<file path="config.mk">
export PLATFORM = sky130hd
export DESIGN_NAME = stereo_rms_level_meter
export DESIGN_NICKNAME = d
export VERILOG_FILES = /design/src/srlm_pkg.sv /design/src/srlm_lane.sv /design/src/srlm_isqrt.sv /design/src/srlm_merge.sv /design/src/stereo_rms_level_meter.sv
export VERILOG_INCLUDE_DIRS = /design/src /design/src/src
export SDC_FILE = /design/constraint.sdc
export NUM_CORES = 2
export LEC_CHECK = 0
export BUFFER_PORTS_ARGS = -buffer_cell sky130_fd_sc_hd__clkbuf_2
export CORE_MARGIN = 1.5
export CORE_UTILIZATION = 45
export CTS_BUF_LIST = sky130_fd_sc_hd__clkbuf_4 sky130_fd_sc_hd__clkbuf_8 sky130_fd_sc_hd__clkbuf_16
export DETAILED_ROUTE_END_ITERATION = 8
export PLACE_DENSITY = 0.75
export RECOVER_POWER = 50
export SYNTH_ARGS = -nofsm -noshare
export SYNTH_HDL_FRONTEND = slang
export SYNTH_HIERARCHICAL = 1
export SYNTH_SLANG_ARGS = --single-unit
</file>
<file path="constraint.sdc">
create_clock -name clk -period 6 [get_ports clk]
set_input_delay 0.3 -clock clk [delete_from_list [all_inputs] [get_ports clk]]
set_output_delay 0.3 -clock clk [all_outputs]
set_load 0.005 [all_outputs]
</file>
<file path="src/stereo_rms_level_meter_macros.svh">
// assertion macros for the stereo rms level meter
`ifndef STEREO_RMS_LEVEL_METER_MACROS_SVH
`define STEREO_RMS_LEVEL_METER_MACROS_SVH

// same-cycle implication, checked outside reset
`define SRLM_IMPLIES(name, ante, cons) \
  name: assert property (@(posedge clk) disable iff (rst) (ante) |-> (cons)) \
    else $error("srlm same-cycle check failed");

// next-cycle implication, checked outside reset
`define SRLM_NEXT(name, ante, cons) \
  name: assert property (@(posedge clk) disable iff (rst) (ante) |=> (cons)) \
    else $error("srlm next-cycle check failed");

`endif

</file>
<file path="src/srlm_pkg.sv">
// shared constants, types and helper functions of the level meter
package srlm_pkg;

  localparam int SAMPLE_BITS = 16;
  localparam int IN_W        = 16;
  localparam int LEVEL_W     = 16;
  localparam int SQ_W        = 2 * SAMPLE_BITS;
  localparam int ENERGY_W    = 47;
  localparam int WIN_W       = 16;
  localparam int DIVISOR_W   = WIN_W + 1;
  localparam int RAD_W       = 48;
  localparam int ROOT_W      = RAD_W / 2;
  localparam int SUM_W       = 64;
  localparam int COUNT_W     = 32;
  localparam int EDIV_CNT_W  = $clog2(ENERGY_W + 1);
  localparam int MDIV_CNT_W  = $clog2(SUM_W + 1);
  localparam int ROOT_CNT_W  = $clog2(ROOT_W + 1);

  localparam logic [WIN_W-1:0]   WINDOW_RESET = WIN_W'(2205);
  localparam logic [LEVEL_W-1:0] LEVEL_MAX    = '1;

  typedef struct packed {
    logic load;
    logic clear;
    logic square;
    logic accum;
    logic div_start;
  } lane_ctl_t;

  typedef struct packed {
    logic clear;
    logic accum;
    logic start;
  } merge_ctl_t;

  typedef struct packed {
    logic               busy;
    logic               close;
    logic [LEVEL_W-1:0] rms;
    logic [LEVEL_W-1:0] peak;
    logic [LEVEL_W-1:0] mean;
    logic [COUNT_W-1:0] total;
  } merge_stat_t;

  function automatic logic [SAMPLE_BITS-1:0] magnitude(input logic [IN_W-1:0] raw);
    logic [SAMPLE_BITS-1:0] v;
    v = raw[SAMPLE_BITS-1:0];
    return v[SAMPLE_BITS-1] ? (~v + 1'b1) : v;
  endfunction

  function automatic logic [LEVEL_W-1:0] sat_level(input logic [SUM_W-1:0] v);
    return (v > SUM_W'(LEVEL_MAX)) ? LEVEL_MAX : v[LEVEL_W-1:0];
  endfunction

endpackage

</file>
<file path="src/srlm_lane.sv">
// one channel lane: magnitude, square, energy sum and energy / window divider
module srlm_lane (
  input  logic                            clk,
  input  logic                            rst,
  input  srlm_pkg::lane_ctl_t             ctl,
  input  logic [srlm_pkg::IN_W-1:0]       sample,
  input  logic [srlm_pkg::DIVISOR_W-1:0]  divisor,
  output logic [srlm_pkg::SAMPLE_BITS-1:0] mag,
  output logic [srlm_pkg::ENERGY_W-1:0]   quotient,
  output logic                            busy
);
  import srlm_pkg::*;

  logic [SQ_W-1:0]       sq;
  logic [ENERGY_W-1:0]   energy;
  logic [ENERGY_W-1:0]   energy_sum;
  logic [ENERGY_W-1:0]   quo;
  logic [DIVISOR_W-1:0]  rem;
  logic [DIVISOR_W:0]    rem_sh;
  logic [DIVISOR_W:0]    rem_diff;
  logic                  rem_ge;
  logic [EDIV_CNT_W-1:0] cnt;

  assign energy_sum = energy + ENERGY_W'(sq);
  assign rem_sh     = {rem, quo[ENERGY_W-1]};
  assign rem_ge     = rem_sh >= {1'b0, divisor};
  assign rem_diff   = rem_sh - {1'b0, divisor};
  assign quotient   = quo;

  always_ff @(posedge clk) begin
    if (rst) begin
      mag    <= '0;
      sq     <= '0;
      energy <= '0;
      quo    <= '0;
      rem    <= '0;
      cnt    <= '0;
      busy   <= 1'b0;
    end else begin
      if (ctl.load) begin
        mag <= magnitude(sample);
      end
      if (ctl.square) begin
        sq <= SQ_W'(mag) * SQ_W'(mag);
      end
      if (ctl.clear) begin
        energy <= '0;
      end else if (ctl.accum) begin
        energy <= ctl.div_start ? '0 : energy_sum;
      end
      // restoring divide, one quotient bit a cycle
      if (ctl.accum && ctl.div_start) begin
        quo  <= energy_sum;
        rem  <= '0;
        cnt  <= EDIV_CNT_W'(ENERGY_W);
        busy <= 1'b1;
      end else if (busy) begin
        quo <= {quo[ENERGY_W-2:0], rem_ge};
        rem <= rem_ge ? rem_diff[DIVISOR_W-1:0] : rem_sh[DIVISOR_W-1:0];
        cnt <= cnt - 1'b1;
        if (cnt == EDIV_CNT_W'(1)) begin
          busy <= 1'b0;
        end
      end
    end
  end

endmodule

</file>
<file path="src/srlm_isqrt.sv">
// digit-by-digit integer square root, two radicand bits a cycle
module srlm_isqrt (
  input  logic                        clk,
  input  logic                        rst,
  input  logic                        start,
  input  logic [srlm_pkg::RAD_W-1:0]  radicand,
  output logic [srlm_pkg::ROOT_W-1:0] root,
  output logic                        busy
);
  import srlm_pkg::*;

  logic [RAD_W-1:0]      rad;
  logic [ROOT_W+1:0]     rem;
  logic [ROOT_W+3:0]     rem_sh;
  logic [ROOT_W+3:0]     trial;
  logic [ROOT_W+3:0]     diff;
  logic                  ge;
  logic [ROOT_CNT_W-1:0] cnt;

  assign rem_sh = {rem, rad[RAD_W-1 -: 2]};
  assign trial  = {2'b00, root, 2'b01};
  assign ge     = rem_sh >= trial;
  assign diff   = rem_sh - trial;

  always_ff @(posedge clk) begin
    if (rst) begin
      rad  <= '0;
      rem  <= '0;
      root <= '0;
      cnt  <= '0;
      busy <= 1'b0;
    end else if (start) begin
      rad  <= radicand;
      rem  <= '0;
      root <= '0;
      cnt  <= ROOT_CNT_W'(ROOT_W);
      busy <= 1'b1;
    end else if (busy) begin
      rad  <= {rad[RAD_W-3:0], 2'b00};
      rem  <= ge ? diff[ROOT_W+1:0] : rem_sh[ROOT_W+1:0];
      root <= {root[ROOT_W-2:0], ge};
      cnt  <= cnt - 1'b1;
      if (cnt == ROOT_CNT_W'(1)) begin
        busy <= 1'b0;
      end
    end
  end

endmodule

</file>
<file path="src/srlm_merge.sv">
// merging stage: peak, window position, window rms, running sum and mean
module srlm_merge (
  input  logic                             clk,
  input  logic                             rst,
  input  srlm_pkg::merge_ctl_t             ctl,
  input  logic [srlm_pkg::DIVISOR_W-1:0]   divisor,
  input  logic [srlm_pkg::SAMPLE_BITS-1:0] left_mag,
  input  logic [srlm_pkg::SAMPLE_BITS-1:0] right_mag,
  input  logic [srlm_pkg::ENERGY_W-1:0]    left_quo,
  input  logic [srlm_pkg::ENERGY_W-1:0]    right_quo,
  output srlm_pkg::merge_stat_t            stat
);
  import srlm_pkg::*;

  typedef enum logic [1:0] {M_IDLE, M_SQRT, M_UPDATE, M_DIVIDE} mstate_t;

  mstate_t               state;
  logic [WIN_W-1:0]      frame_position;
  logic [LEVEL_W-1:0]    peak;
  logic [LEVEL_W-1:0]    rms;
  logic [SUM_W-1:0]      rms_sum;
  logic [COUNT_W-1:0]    win_count;
  logic [LEVEL_W-1:0]    mean;
  logic [SUM_W-1:0]      dquo;
  logic [COUNT_W-1:0]    drem;
  logic [MDIV_CNT_W-1:0] dcnt;

  logic [DIVISOR_W-1:0] count_next;
  logic                 close_now;
  logic [ENERGY_W:0]    quo_sum;
  logic [RAD_W-1:0]     radicand;
  logic [ROOT_W-1:0]    root;
  logic                 sqrt_busy;
  logic [LEVEL_W-1:0]   level_l;
  logic [LEVEL_W-1:0]   level_r;
  logic [LEVEL_W-1:0]   peak_lr;
  logic [LEVEL_W-1:0]   peak_next;
  logic [LEVEL_W-1:0]   rms_new;
  logic [SUM_W-1:0]     sum_new;
  logic [COUNT_W-1:0]   count_inc;
  logic [COUNT_W:0]     drem_sh;
  logic [COUNT_W:0]     drem_diff;
  logic                 dge;

  assign count_next = {1'b0, frame_position} + 1'b1;
  assign close_now  = count_next >= divisor;
  assign quo_sum    = {1'b0, left_quo} + {1'b0, right_quo};
  assign radicand   = RAD_W'(quo_sum[ENERGY_W:1]);

  assign level_l   = sat_level(SUM_W'(left_mag));
  assign level_r   = sat_level(SUM_W'(right_mag));
  assign peak_lr   = (level_l > level_r) ? level_l : level_r;
  assign peak_next = (peak_lr > peak) ? peak_lr : peak;

  assign rms_new   = sat_level(SUM_W'(root));
  assign sum_new   = rms_sum + SUM_W'(rms_new);
  assign count_inc = win_count + 1'b1;

  assign drem_sh   = {drem, dquo[SUM_W-1]};
  assign dge       = drem_sh >= {1'b0, win_count};
  assign drem_diff = drem_sh - {1'b0, win_count};

  srlm_isqrt u_isqrt (
    .clk      (clk),
    .rst      (rst),
    .start    (ctl.start),
    .radicand (radicand),
    .root     (root),
    .busy     (sqrt_busy)
  );

  always_ff @(posedge clk) begin
    if (rst) begin
      state          <= M_IDLE;
      frame_position <= '0;
      peak           <= '0;
      rms            <= '0;
      rms_sum        <= '0;
      win_count      <= '0;
      mean           <= '0;
      dquo           <= '0;
      drem           <= '0;
      dcnt           <= '0;
    end else begin
      if (ctl.clear) begin
        frame_position <= '0;
        peak           <= '0;
        rms_sum        <= '0;
        win_count      <= '0;
        mean           <= '0;
      end else if (ctl.accum) begin
        peak           <= peak_next;
        frame_position <= close_now ? '0 : count_next[WIN_W-1:0];
      end
      case (state)
        M_IDLE: begin
          if (ctl.start) begin
            state <= M_SQRT;
          end
        end
        M_SQRT: begin
          if (!sqrt_busy) begin
            state <= M_UPDATE;
          end
        end
        M_UPDATE: begin
          rms       <= rms_new;
          rms_sum   <= sum_new;
          win_count <= count_inc;
          // no windows after wrap gives a zero mean
          if (count_inc == '0) begin
            mean  <= '0;
            state <= M_IDLE;
          end else begin
            dquo  <= sum_new;
            drem  <= '0;
            dcnt  <= MDIV_CNT_W'(SUM_W);
            state <= M_DIVIDE;
          end
        end
        M_DIVIDE: begin
          if (dcnt != '0) begin
            dquo <= {dquo[SUM_W-2:0], dge};
            drem <= dge ? drem_diff[COUNT_W-1:0] : drem_sh[COUNT_W-1:0];
            dcnt <= dcnt - 1'b1;
          end else begin
            mean  <= sat_level(dquo);
            state <= M_IDLE;
          end
        end
        default: begin
          state <= M_IDLE;
        end
      endcase
    end
  end

  assign stat.busy  = state != M_IDLE;
  assign stat.close = close_now;
  assign stat.rms   = rms;
  assign stat.peak  = peak;
  assign stat.mean  = mean;
  assign stat.total = win_count;

endmodule

</file>
<file path="src/stereo_rms_level_meter.sv">
// top level of the stereo rms and peak level meter
//
//   channel  signals                                       beat taken when
//   -------  --------------------------------------------  ----------------------------
//   in       left_sample right_sample new_track            in_valid && in_ready
//   out      window_done window_rms peak_level             out_valid && out_ready
//            average_level window_total
//   cfg      cfg_write_data                                cfg_write_enable
//
// a frame that does not close a window passes through capture, square, accumulate and hand-off
// a closing frame adds per-lane energy division, square root, sum update and mean division
// before hand-off; the mean division is skipped when the count wraps
// the per-lane energy division and the mean division are bit-serial
// a result waits in the output register while the next beat is taken
// synchronous reset clears all statistics and loads a window of 2205 frames
`include "stereo_rms_level_meter_macros.svh"

module stereo_rms_level_meter (
  input  logic                               clk,
  input  logic                               rst,
  input  logic                               cfg_write_enable,
  input  logic [srlm_pkg::WIN_W-1:0]         cfg_write_data,
  input  logic                               in_valid,
  output logic                               in_ready,
  input  logic signed [srlm_pkg::IN_W-1:0]   left_sample,
  input  logic signed [srlm_pkg::IN_W-1:0]   right_sample,
  input  logic                               new_track,
  output logic                               out_valid,
  input  logic                               out_ready,
  output logic                               window_done,
  output logic [srlm_pkg::LEVEL_W-1:0]       window_rms,
  output logic [srlm_pkg::LEVEL_W-1:0]       peak_level,
  output logic [srlm_pkg::LEVEL_W-1:0]       average_level,
  output logic [srlm_pkg::COUNT_W-1:0]       window_total
);
  import srlm_pkg::*;

  typedef enum logic [2:0] {
    S_IDLE, S_SQUARE, S_ACCUM, S_LANE_DIV, S_MERGE, S_DELIVER
  } state_t;

  state_t               state;
  logic                 closing;
  logic [WIN_W-1:0]     window_frames;
  logic [DIVISOR_W-1:0] divisor;
  logic                 accept;
  lane_ctl_t            lane_ctl;
  merge_ctl_t           merge_ctl;
  merge_stat_t          merge_stat;
  logic [SAMPLE_BITS-1:0] left_mag;
  logic [SAMPLE_BITS-1:0] right_mag;
  logic [ENERGY_W-1:0]  left_quo;
  logic [ENERGY_W-1:0]  right_quo;
  logic                 left_busy;
  logic                 right_busy;

  assign in_ready = state == S_IDLE;
  assign accept   = in_valid && in_ready;

  // zero window length stands for 65536 frames
  assign divisor = (window_frames == '0) ? {1'b1, {WIN_W{1'b0}}} : {1'b0, window_frames};

  always_comb begin
    lane_ctl.load      = accept;
    lane_ctl.clear     = accept && new_track;
    lane_ctl.square    = state == S_SQUARE;
    lane_ctl.accum     = state == S_ACCUM;
    lane_ctl.div_start = (state == S_ACCUM) && merge_stat.close;
    merge_ctl.clear    = accept && new_track;
    merge_ctl.accum    = state == S_ACCUM;
    merge_ctl.start    = (state == S_LANE_DIV) && !left_busy && !right_busy;
  end

  srlm_lane u_lane_left (
    .clk      (clk),
    .rst      (rst),
    .ctl      (lane_ctl),
    .sample   (left_sample),
    .divisor  (divisor),
    .mag      (left_mag),
    .quotient (left_quo),
    .busy     (left_busy)
  );

  srlm_lane u_lane_right (
    .clk      (clk),
    .rst      (rst),
    .ctl      (lane_ctl),
    .sample   (right_sample),
    .divisor  (divisor),
    .mag      (right_mag),
    .quotient (right_quo),
    .busy     (right_busy)
  );

  srlm_merge u_merge (
    .clk       (clk),
    .rst       (rst),
    .ctl       (merge_ctl),
    .divisor   (divisor),
    .left_mag  (left_mag),
    .right_mag (right_mag),
    .left_quo  (left_quo),
    .right_quo (right_quo),
    .stat      (merge_stat)
  );

  always_ff @(posedge clk) begin
    if (rst) begin
      window_frames <= WINDOW_RESET;
      state         <= S_IDLE;
      closing       <= 1'b0;
      out_valid     <= 1'b0;
      window_done   <= 1'b0;
      window_rms    <= '0;
      peak_level    <= '0;
      average_level <= '0;
      window_total  <= '0;
    end else begin
      if (cfg_write_enable) begin
        window_frames <= cfg_write_data;
      end
      if (out_valid && out_ready && state != S_DELIVER) begin
        out_valid <= 1'b0;
      end
      case (state)
        S_IDLE: begin
          if (accept) begin
            state <= S_SQUARE;
          end
        end
        S_SQUARE: begin
          state <= S_ACCUM;
        end
        S_ACCUM: begin
          closing <= merge_stat.close;
          state   <= merge_stat.close ? S_LANE_DIV : S_DELIVER;
        end
        S_LANE_DIV: begin
          if (!left_busy && !right_busy) begin
            state <= S_MERGE;
          end
        end
        S_MERGE: begin
          if (!merge_stat.busy) begin
            state <= S_DELIVER;
          end
        end
        S_DELIVER: begin
          if (!out_valid || out_ready) begin
            window_done   <= closing;
            window_rms    <= closing ? merge_stat.rms : '0;
            peak_level    <= merge_stat.peak;
            average_level <= merge_stat.mean;
            window_total  <= merge_stat.total;
            out_valid     <= 1'b1;
            state         <= S_IDLE;
          end
        end
        default: begin
          state <= S_IDLE;
        end
      endcase
    end
  end

  `SRLM_NEXT(a_merge_runs_after_start, merge_ctl.start, merge_stat.busy)
  `SRLM_IMPLIES(a_lane_div_only_on_close, state == S_LANE_DIV, closing)
  `SRLM_IMPLIES(a_idle_units_quiet, in_ready, !left_busy && !right_busy && !merge_stat.busy)
  `SRLM_IMPLIES(a_open_window_no_rms, out_valid && !window_done, window_rms == '0)

endmodule
</file>
== Yosys cells after proc, flatten, opt, wreduce, memory -nomap -nowiden ==
Index checks and enable logic that the tools add are counted.

* Bits in registers: 803
* Bits of input ports: 54
* Output and inout port bits: 83

* $add $sub $neg: 16
* Multiply operators: 2
* Magnitude comparators: 9
* Equal/unequal tests: 21
* Multiplexer cells: 66
* Bitwise logic cells: 2
* Reduce and logical (&&, ||, !) cells: 32

{| class="wikitable"
|+ Operators by type and width
! kind !! number
|-
| $mux 47 || 8
|-
| $mux 64 || 4
|-
| $mux 16 || 10
|-
| $mux 32 || 5
|-
| $pmux 64 s2 || 1
|-
| $add 47x32->47 || 2
|-
| $add 64x16->64 || 1
|-
| $gt 64x16->1 const B || 1
|-
| $mul 16x16->32 || 2
|-
| $pmux 32 s2 || 1
|-
| $mux 17 || 3
|-
| $add 47x47->48 || 1
|-
| $ge 18x17->1 || 2
|-
| $sub 17x17->17 || 2
|-
| $ge 33x32->1 || 1
|-
| $add 16x1->16 const B || 2
|-
| $add 32x1->32 const B || 1
|-
| $gt 16x16->1 || 2
|-
| $logic_not 32->1 || 1
|-
| $not 16->16 || 2
|-
| $pmux 16 s2 || 1
|-
| $sub 32x32->32 || 1
|-
| $ge 28x26->1 || 1
|-
| $mux 26 || 1
|-
| 38 further kinds || 92
|}

== Logic depth before layout (Yosys ltp) ==
* Word-level depth: 6
* Depth in mapped cells: 26
* Mapped depth without buffers: 24

== Cells and area by module ==
Netlist, hierarchy kept.

{| class="wikitable"
|+ By module, submodules not included
! module !! instances !! cells each !! area each (um^2) !! seq. area each (um^2)
|-
| srlm_merge || 1 || 2548 || 19207.2 || 5305.1
|-
| srlm_lane (u_lane_right) || 1 || 2008 || 16973.8 || 3303.2
|-
| srlm_lane (u_lane_left) || 1 || 1969 || 16757.3 || 3303.2
|-
| srlm_isqrt || 1 || 743 || 5909.4 || 2082.0
|-
| stereo_rms_level_meter || 1 || 481 || 4110.2 || 2042.0
|}

== Worst setup path after synthesis ==
No wires, ideal clock.

* Path kind: reg2reg
* Start: reg u_lane_left/mag[4] (netlist bit)
* End: reg u_lane_left.sq[26]
* Library setup time: 0.128 ns
* Arrival time: 6.213 ns
* Setup slack: -0.341 ns
* Stages on the path, launching flop included: 23
* Buffers on the path: 2
* Clock period less this slack: 6.341 ns
* Cell sequence: dfxtp_1 clkbuf_1 clkbuf_1 nand2_1 fa_1 inv_1 fa_1 fa_1 fa_1 fa_1 inv_1 fa_1 inv_1 ha_1 o21ai_0 o21ai_0 or4_1 a31oi_1 a2bb2oi_1 a21oi_1 a31oi_1 xor2_1 o21ai_0

* Longest elaborated chain between the ends: 1

{| class="wikitable"
|+ RTL lines
! item !! RTL line !! RTL
|-
| from (decl) || srlm_lane.sv:8 || <nowiki>output logic [srlm_pkg::SAMPLE_BITS-1:0] mag,</nowiki>
|-
| from (signal assigned) || srlm_lane.sv:41 || <nowiki>mag <= magnitude(sample);</nowiki>
|-
| $mul 16x16->32 || srlm_lane.sv:44 || <nowiki>sq <= SQ_W'(mag) * SQ_W'(mag);</nowiki>
|-
| to (signal assigned) || srlm_lane.sv:44 ||
|-
| to (decl) || srlm_lane.sv:14 || <nowiki>logic [SQ_W-1:0] sq;</nowiki>
|}

Every way passes these cells.
A chain may end at the register's enable or synchronous reset.

== Worst setup path in the final report ==
* Start: reg u_lane_left/mag[10] (netlist bit)
* End: reg u_lane_left.sq[25]

The elaborated chain is that of the path after synthesis.

==> results.cfg <==
[pwr]
power.clock.fraction_pct = 38.6
power.net_switching_mw = 4.59
p_comb_share_pct = 24.2
vdd_drop_max_uv = 206
cellLeakagePower_nw = 30.5
power.internal_mw = 10.3
p_sw_share_pct = 30.9
seqPwrFrac_pct = 37.3
power.density_cell_area_nw_per_um2 = 214

[logic_synthesis]
synthFlopType = dfxtp_1
synth_top_family_by_area = adder cells
yosysWarnings = 6
postSynthCellCount = 7749
post_syn_area_per_cell_um2 = 8.12
yosys-top-cells-area = dfxtp_1, fa_1, ha_1
post_synth_and_or_nand_nor_area_fraction_pct = 17.6
xor_xnor_cell_area_share_of_the_yosys_netlist_pct = 5.31
synth_mux_area_share_pct = 4.31
post_synthesis_cell_area_um2 = 63000
synth.yosys.seq_area_share_pct = 25.5
synthArstFlopShare_pct = 0
postSynthRegisterBits = 801
synth.top_cells.by_count = dfxtp_1, nor2_1, inv_1, a21oi_1, nand2_1
yosys.area.top_type_share_pct = 25.5
synth_fa_ha_area_share_pct = 20.2
synth_fp_nets = 8618
synth-compound-area-share_pct = 19.4
synth_cell_types = 115
synth_edf_count = 0
most_instantiated_library_cell_after_synthesis = dfxtp_1
synth_top_cell_by_area = dfxtp_1

[outcome]
status = finished, violations left
violated_checks = max-capacitance violations, max-slew violations

[detailed_routing]
drc = 0
drtPass1Iterations = 6
route.vias.total = 55500
route.detailed.wl_per_inst_um = 17.4
drt-total-wl_um = 169000
drt_first_iter_violations = 4659
final_antenna_net_count = 0
post_drt_via_cell_ratio = 5.71

[timing]
rsz0062_at_grt = yes
max_slew_headroom_pct = -184
whs_ns = 0.0392
timing_hold_violations_final = 0
worstMarginPinSlew_ns = 4.25
period_minus_slack_ns = 6.00
post_layout_worst_setup_margin_ns = 0.00417
drv_slew = 451
total_of_endpoints_with_negative_setup_slack_in_the_final_report = 0
fmax_mhz = 167
finClkSkew_ns = 0.0330
fin_crit_sh_pct = 99.9

[worst_setup_path]
arrival_ns = 6.56
critical_setup_path_class = register to register
crit_path_max_fanout = 5
req_time_crit_path_ns = 6.57
critical_path.startpoint_type = register
end_kind = register

[cts]
clock_tree.buffer_depth = 3
cts-root-buf = clkbuf_16
clock_latency_ns = 0.70
number_of_buffers_inserted_during_clock_tree_synthesis = 88
tritoncts = done
clock_pin_slew_on_the_worst_setup_and_hold_paths_ns = 0.07
clock-sinks = 801
clock_tree.htree_level_count = 3

[floorplan]
die_area_um2 = 142000
floorplan.die.width_um = 377
design.portCount = 137
num_rows = 137
core_um2 = 139000
initial_core_util_pct = 45.2
die_height_um = 377

[placement]
dp_hpwl_um = 124000
port-buffer-count = 136
dpl_cell_area_um2 = 65800
gp_routability_congestion = 0.928
pre_cts_slack_ns = -0.186

[global_route]
global_route_wire_length_before_repair_um = 274000
groute.usage.overall_pct = 23.1
first_global_vias = 53700
grt_max_degree = 162
grt_overflow_total = 0
antenna_violations_before_repair = 7

[final_layout]
fraction_of_layout_cells_with_a_size_suffix_above_1_pct = 8.58
num-nets-final = 8647
seq_area_um2 = 16100
n_antenna_cell = 0
num-fill-cells = 13000
multiInputGateArea_um2 = 42400
areaGrowthSynthToFinish_pct = 10.5
final_design_area_no_fill_um2 = 69600

[hold_path]
hold_path_class = primary input to register

[job]
max-cap-violations = 8
final cells by class:
cell class,instances,share of cell area [%]
multi-input combinational,5734,61.0
sequential,801,23.2
timing repair buffer,406,4.09
inverter,747,4.03
clock buffer,124,3.77
tap,1876,3.37
clock inverter,30,0.615
per-stage QoR:
stage / std cells / util (%) / power (mW) / setup TNS [ns]
2_1_floorplan: 7749 / - / 8.05 / -0.00504
3_3_place_gp: 9518 / 47.3 / 9.00 / -0.406
3_5_place_dp: 9518 / 47.3 / 9.07 / -1.09
4_1_cts: 9705 / 49.8 / 14.9 / -0.0266
5_1_grt: 9718 / 50.0 / 15.6 / -2.09
6_report: 9718 / 50.0 / 14.9 / 0
critical path, cell delays in order, from the launching register on:
cell and delay [ns]:
dfxtp_4 0.36, buf_6 0.13, and2_4 0.16, fa_1 0.55, inv_2 0.04, fa_1 0.51, inv_2 0.04, fa_1 0.48
inv_2 0.04, fa_1 0.53, inv_2 0.04, fa_1 0.51, inv_2 0.04, fa_1 0.51, inv_2 0.04, ha_4 0.15
or3_4 0.33, o32a_1 0.36, nand3_1 0.10, o211ai_1 0.23, a21o_1 0.26, a31oi_1 0.21, xor2_1 0.16, o21ai_1 0.07
power groups by stage:
stage / sequential, mW / clock (mW) / combinational [mW]
2_1_floorplan: 5.60 / 0 / 2.45
3_3_place_gp: 5.65 / 0 / 3.35
3_5_place_dp: 5.65 / 0 / 3.42
4_1_cts: 5.54 / 5.85 / 3.50
5_1_grt: 5.55 / 6.06 / 4.01
6_report: 5.54 / 5.74 / 3.60
sequential cells by signal, indices dropped and copies added, names as in the netlist, 17 cells and up:
register / count
u_lane_left/energy: 47
u_lane_left/quotient: 47
u_lane_left/rem: 17
u_lane_left/sq: 31
u_lane_right/energy: 47
u_lane_right/quotient: 47
u_lane_right/rem: 17
u_lane_right/sq: 31
u_merge/dquo: 64
u_merge/drem: 32
u_merge/rms_sum: 64
u_merge/u_isqrt/rad: 48
u_merge/u_isqrt/rem: 26
u_merge/u_isqrt/root: 24
u_merge/win_count: 32
window_total: 32
repair_timing:
action,4_1_cts,5_1_grt
endpoints found under the setup margin,14,31
pin swaps,31,61
gates resized for setup,60,100
endpoints found under the hold margin,31,0
setup buffers,2,13
hold buffers,31,0
gates cloned,0,0
per-layer routing:
metal / wire length (µm) / vias to the layer above / global-route usage, %
met1: 73800 / 26800 / 30.3
met5: 38 / - / 0
met3: 10500 / 296 / 3.12
li1: - / 26800 / -
met2: 79900 / 1624 / 39.4
met4: 4440 / 6 / 6.78
cells by family after synthesis:
kind of cell    after synthesis
simple gates               2329
compound gates             1937
buf+inv                    1214
fa+ha+maj                   815
flops                       801
xor+xnor                    382
mux                         270
other cells                   1
worst paths after layout:
path / start / endpoint / slack (ns) / cells after the start
worst max-delay path: u_lane_left/mag[10] / u_lane_left/sq[25] / 0.004 / 23
worst min-delay path: right_sample[7] / u_lane_right/mag[7] / 0.04 / 3
worst max register to register: u_lane_left/mag[10] / u_lane_left/sq[25] / 0.004 / 23
worst min register to register: u_merge/frame_position[5] / u_merge/frame_position[5] / 0.45 / 2
placed cells by master, fill, tap and decap left out, types with 85 or more instances in the layout:
| cell type | n |
|---|---|
| a211oi_1 | 158 |
| a21o_1 | 134 |
| a21oi_1 | 666 |
| and2_1 | 101 |
| buf_4 | 204 |
| clkbuf_16 | 90 |
| dfxtp_1 | 770 |
| fa_1 | 331 |
| ha_1 | 474 |
| inv_1 | 727 |
| mux2i_1 | 262 |
| nand2_1 | 570 |
| nand2b_1 | 85 |
| nand3_1 | 203 |
| nand4_1 | 97 |
| nor2_1 | 755 |
| nor3_1 | 92 |
| o21ai_0 | 374 |
| xnor2_1 | 226 |
| xor2_1 | 156 |
Power figures use the tool's default switching activity.
